$ cat src/design/tlwc_pkg.sv
`timescale 1ns / 1ps
`default_nettype none
// -----------------------------------------------------------------------------
// tlwc_pkg
// Shared constants, types and register indexes of the two-level write-back cache.
// -----------------------------------------------------------------------------
package tlwc_pkg;

   localparam int BLOCK_WORDS = 16;
   localparam int L1_LINES    = 256;
   localparam int L2_SETS     = 256;
   localparam int L2_WAYS     = 2;
   localparam int MEM_WORDS   = 16384;

   localparam int ADDR_W  = $clog2(MEM_WORDS);
   localparam int OFF_W   = $clog2(BLOCK_WORDS);
   localparam int L1_IDX_W = $clog2(L1_LINES);
   localparam int L2_SET_W = $clog2(L2_SETS);
   localparam int L1_TAG_W = ADDR_W - OFF_W - L1_IDX_W;
   localparam int L2_TAG_W = ADDR_W - OFF_W - L2_SET_W;
   localparam int L1_WORDS = L1_LINES * BLOCK_WORDS;
   localparam int L2_SLOTS = L2_SETS * L2_WAYS;
   localparam int L2_SLOT_W = $clog2(L2_SLOTS);
   localparam int L2_WORDS = L2_SLOTS * BLOCK_WORDS;
   localparam int CNT_W    = OFF_W + 1;
   localparam int MEM_CLR_W = ADDR_W + 1;
   localparam int WORD_W   = 32;
   localparam int COST_W   = 10;
   localparam int CSR_IDX_W = 3;

   localparam logic [CSR_IDX_W-1:0] REG_L1_READ   = 3'd0;
   localparam logic [CSR_IDX_W-1:0] REG_L1_WRITE  = 3'd1;
   localparam logic [CSR_IDX_W-1:0] REG_L2_READ   = 3'd2;
   localparam logic [CSR_IDX_W-1:0] REG_L2_WRITE  = 3'd3;
   localparam logic [CSR_IDX_W-1:0] REG_MEM_READ  = 3'd4;
   localparam logic [CSR_IDX_W-1:0] REG_MEM_WRITE = 3'd5;

   // which cost the shared adder adds in a given step
   typedef enum logic [2:0] {
      COST_L1_READ   = 3'd0,
      COST_L1_WRITE  = 3'd1,
      COST_L2_READ   = 3'd2,
      COST_L2_WRITE  = 3'd3,
      COST_MEM_READ  = 3'd4,
      COST_MEM_WRITE = 3'd5
   } cost_sel_type;

   typedef struct packed {
      logic [COST_W-1:0] l1_read;
      logic [COST_W-1:0] l1_write;
      logic [COST_W-1:0] l2_read;
      logic [COST_W-1:0] l2_write;
      logic [COST_W-1:0] mem_read;
      logic [COST_W-1:0] mem_write;
   } costs_type;

   typedef struct packed {
      logic         add;
      cost_sel_type sel;
   } time_ctl_type;

endpackage
`default_nettype wire

$ cat src/design/tlwc_timer.sv
`timescale 1ns / 1ps
`default_nettype none
// -----------------------------------------------------------------------------
// tlwc_timer
// Cost registers and the shared accumulate unit for the running access time.
// -----------------------------------------------------------------------------
module tlwc_timer (
   input  wire logic                                 clock,
   input  wire logic                                 reset,
   input  wire logic                                 csr_we,
   input  wire logic [tlwc_pkg::CSR_IDX_W-1:0]       csr_index,
   input  wire logic [tlwc_pkg::COST_W-1:0]          csr_wdata,
   input  wire tlwc_pkg::time_ctl_type               ctl,
   output logic      [tlwc_pkg::WORD_W-1:0]          total
);
   tlwc_pkg::costs_type costs_ff;
   logic [tlwc_pkg::WORD_W-1:0] total_ff, total_in;
   logic [tlwc_pkg::COST_W-1:0] cost;

   always_comb begin
      case (ctl.sel)
         tlwc_pkg::COST_L1_READ:   cost = costs_ff.l1_read;
         tlwc_pkg::COST_L1_WRITE:  cost = costs_ff.l1_write;
         tlwc_pkg::COST_L2_READ:   cost = costs_ff.l2_read;
         tlwc_pkg::COST_L2_WRITE:  cost = costs_ff.l2_write;
         tlwc_pkg::COST_MEM_READ:  cost = costs_ff.mem_read;
         tlwc_pkg::COST_MEM_WRITE: cost = costs_ff.mem_write;
         default:                  cost = '0;
      endcase
      total_in = total_ff;
      if (ctl.add) begin
         total_in = total_ff + {{(tlwc_pkg::WORD_W-tlwc_pkg::COST_W){1'b0}}, cost};
      end
   end

   always_ff @(posedge clock) begin
      if (reset) begin
         costs_ff.l1_read   <= 10'd1;
         costs_ff.l1_write  <= 10'd1;
         costs_ff.l2_read   <= 10'd10;
         costs_ff.l2_write  <= 10'd10;
         costs_ff.mem_read  <= 10'd100;
         costs_ff.mem_write <= 10'd50;
         total_ff <= '0;
      end else begin
         total_ff <= total_in;
         if (csr_we) begin
            case (csr_index)
               tlwc_pkg::REG_L1_READ:   costs_ff.l1_read   <= csr_wdata;
               tlwc_pkg::REG_L1_WRITE:  costs_ff.l1_write  <= csr_wdata;
               tlwc_pkg::REG_L2_READ:   costs_ff.l2_read   <= csr_wdata;
               tlwc_pkg::REG_L2_WRITE:  costs_ff.l2_write  <= csr_wdata;
               tlwc_pkg::REG_MEM_READ:  costs_ff.mem_read  <= csr_wdata;
               tlwc_pkg::REG_MEM_WRITE: costs_ff.mem_write <= csr_wdata;
               default: ;
            endcase
         end
      end
   end

   assign total = total_ff;
endmodule
`default_nettype wire

$ cat config.mk
export PLATFORM = sky130hd
export DESIGN_NAME = tlwc_timer
export DESIGN_NICKNAME = d
export VERILOG_FILES = /design/src/design/tlwc_pkg.sv /design/src/design/tlwc_timer.sv
export SDC_FILE = /design/constraint.sdc
export NUM_CORES = 1
export LEC_CHECK = 0
export ABC_AREA = 1
export BUFFER_PORTS_ARGS = -buffer_cell sky130_fd_sc_hd__buf_2
export CELL_PAD_IN_SITES_DETAIL_PLACEMENT = 1
export CELL_PAD_IN_SITES_GLOBAL_PLACEMENT = 1
export CORE_MARGIN = 4
export CORE_UTILIZATION = 40
export DETAILED_ROUTE_END_ITERATION = 12
export HOLD_SLACK_MARGIN = 0.1
export PLACE_DENSITY_LB_ADDON = 0.1
export SYNTH_ARGS = -nofsm -noshare
export SYNTH_HDL_FRONTEND = slang
export SYNTH_SLANG_ARGS = --single-unit
$ cat constraint.sdc
create_clock -name clock -period 5.8 [get_ports clock]
set_clock_uncertainty 0.05 [all_clocks]
set_input_delay 0.29 -clock clock [delete_from_list [all_inputs] [get_ports clock]]
set_output_delay 0.29 -clock clock [all_outputs]
set_load 0.02 [all_outputs]
==> results.json <==
{
  "drc": 0,
  "tightest_slew_ns": 0.9848,
  "wl_mm": 15.62,
  "max_freq_mhz": 351.7,
  "coreArea_mm2": 0.01152,
  "clock_latency_ns": 0.35,
  "gp_congestion": 0.8344,
  "grt_pass1_wl_mm": 25.78,
  "ys_top_cells_by_count": "161 x nor2_1, 154 x nand2_1, 92 x dfxtp_1, 73 x inv_1, 60 x o21ai_0",
  "power_mw": 1.437,
  "synth_largest_area_cell": "dfxtp_1",
  "die_area_mm2": 0.01367,
  "instances_no_fill": 912,
  "relSlewSlack": 0.3410,
  "setup_viol": 0,
  "dp_cells": 896,
  "grt_pass1_vias": 5063,
  "hp-class": "input pin to flop",
  "rsz0062_at_grt": "no",
  "cts.clk_slew.worst_paths_ns": 0.07,
  "power_density_mw_per_mm2": 265.9,
  "grt_overflow": 0,
  "vias": 4886,
  "ys_seq_area_frac": 0.3882,
  "pwr-share-comb": 0.107,
  "required_ns": 6.00,
  "fill_cells": 1557,
  "avgSynthCellArea_um2": 6.581,
  "final_net_count": 795,
  "yosysUniqueCellTypes": 36,
  "cts_buffers": 9,
  "tns_ns": 0,
  "crit_type": "input pin to flop",
  "viasPerCell": 5.357,
  "async_reset_ff_frac": 0,
  "syn-num-nets": 752,
  "die_h_um": 116.9,
  "drtAntennaViolNets": 0,
  "vdd_ir_drop_max_mv": 0.1610,
  "wl_per_cell_um": 17.12,
  "power.switching_uw": 379.6,
  "max_cap_viol_count": 0,
  "pwr-share-seq": 0.464,
  "cts_num_sinks": 92,
  "dr.pass1.iters": 5,
  "initial_core_util": 0.4120,
  "p_clk_frac": 0.429,
  "drive_gt1_frac": 0.1287,
  "cts_tree": "done",
  "root_buffer": "clkbuf_16",
  "cts_hold_buf": 0,
  "yosysMostFrequentCell": "nor2_1",
  "cts_resized": 0,
  "endpoint_kind": "flop",
  "die_w_um": 116.9,
  "antenna_cells": 0,
  "p_int_mw": 1.057,
  "hold_viol_final": 0,
  "hpwlAfterDp_mm": 11.29,
  "yosysTopAreaCellShare": 0.3882,
  "synth.area.top_cells": "dfxtp_1 39%, nor2_1 13%, nand2_1 12%",
  "cp_max_fo": 10,
  "layout.area.seq_mm2": 0.001842,
  "num_io_pins": 52,
  "drv_slew": 0,
  "switching_share": 0.2642,
  "clockBufferDepth": 2,
  "yosysWarnings": 0,
  "p_leak_nw": 2.684,
  "netlist_area_mm2": 0.004745,
  "syn_inst": 721,
  "post_cts_buffers": 0,
  "period_needed_ns": 2.843,
  "status": "completed",
  "area_growth_pct": 13.90,
  "worstSetupStartpointType": "input pin",
  "drt-initial-drc-count": 353,
  "crit_arrival_ns": 3.04,
  "port_buffers": 51,
  "grt_max_degree": 84,
  "synth_edf_count": 0,
  "multi_input_area_mm2": 0.002505,
  "h-tree-depth": 3,
  "num_rows": 39,
  "antenna_found_initial": 0,
  "synthFlopType": "dfxtp_1",
  "grt_use_total": 0.2448,
  "whs_ns": 0.1878,
  "synth_seq_cells": 92,
  "fin_crit_sh": 0.4902
}
[path summary, 6_finish.rpt]
kind | from | end | slack, ns | cells after the start
max | ctl[2] | total[8] | 2.96 | 15
min | csr_wdata[1] | costs_ff[31] | 0.19 | 3
max reg2reg | costs_ff[0] | total[8] | 3.37 | 15
min reg2reg | costs_ff[11] | costs_ff[11] | 0.41 | 2
[flip-flops by register name (all words and copies together), names as in the netlist]
register / count
costs_ff: 60
total: 32
[layer usage]
layer,GRT usage,vias up,wire (um)
li1,-,2389,-
met1,0.3203,2374,7215
met2,0.4152,97,7489
met3,0.03342,26,608
met4,0.08410,0,302
met5,0,-,0
[worst max-delay path, cell delays in order]
cell,delay [ns]
buf_2,0.13
nor3_2,0.72
a221oi_1,0.20
nand3_1,0.14
ha_1,0.23
inv_1,0.08
fa_1,0.43
o21bai_2,0.24
inv_1,0.07
nor2_1,0.14
nor2_1,0.06
nand2_1,0.07
nand3_1,0.09
nand2_1,0.10
inv_1,0.04
[cells in the final DEF, fill, tap and decap left out, types with 7 or more instances in the layout]
master and instances:
nor2_1 161, nand2_1 154, dfxtp_1 92, inv_1 72, o21ai_0 60, buf_2 51, nand3_1 45, a21oi_1 27
ha_1 10, nand4_1 9, clkbuf_16 9, nand2_2 8, inv_2 7, nor3_1 7
[cells by family (layout without fill, tap and decap cells)]
group,after synthesis,in the layout,synth area share
and+or+nand+nor,403,403,0.3626
AOI/OAI and AO/OA,106,106,0.1237
buffers and inverters,103,151,0.08386
DFF,92,92,0.3882
adders and majority gates,11,11,0.03059
xor gates and xnor gates,6,6,0.01108
[power by group through the flow]
stage / Clock, mW / Sequential (mW) / Combinational (mW)
2_1_floorplan: 0 / 0.684 / 0.0947
3_3_place_gp: 0 / 0.680 / 0.149
3_5_place_dp: 0 / 0.680 / 0.155
4_1_cts: 0.626 / 0.666 / 0.156
5_1_grt: 0.651 / 0.668 / 0.176
6_report: 0.616 / 0.666 / 0.154
[metrics by stage]
| stage | utilization | cell area (um^2) | setup slack (ns) |
|---|---|---|---|
| final | 0.4693 | 5404 | 2.957 |
| after global routing | 0.4693 | 5404 | 2.762 |
| after CTS | 0.4693 | 5404 | 2.969 |
| after detailed placement | 0.4429 | 5100 | 2.613 |
| after global placement | 0.4429 | 5100 | 2.691 |
| after floorplan | - | 4745 | 3.500 |
[cell type report]
class / count / share of cell area
clock buffer: 12 / 0.04746
clock inverter: 4 / 0.008798
inverter: 83 / 0.05765
multi-input combinational: 526 / 0.4635
sequential: 92 / 0.3408
tap: 143 / 0.03311
timing repair buffer: 52 / 0.04862
Note: power is estimated with default switching activity, not from simulation.
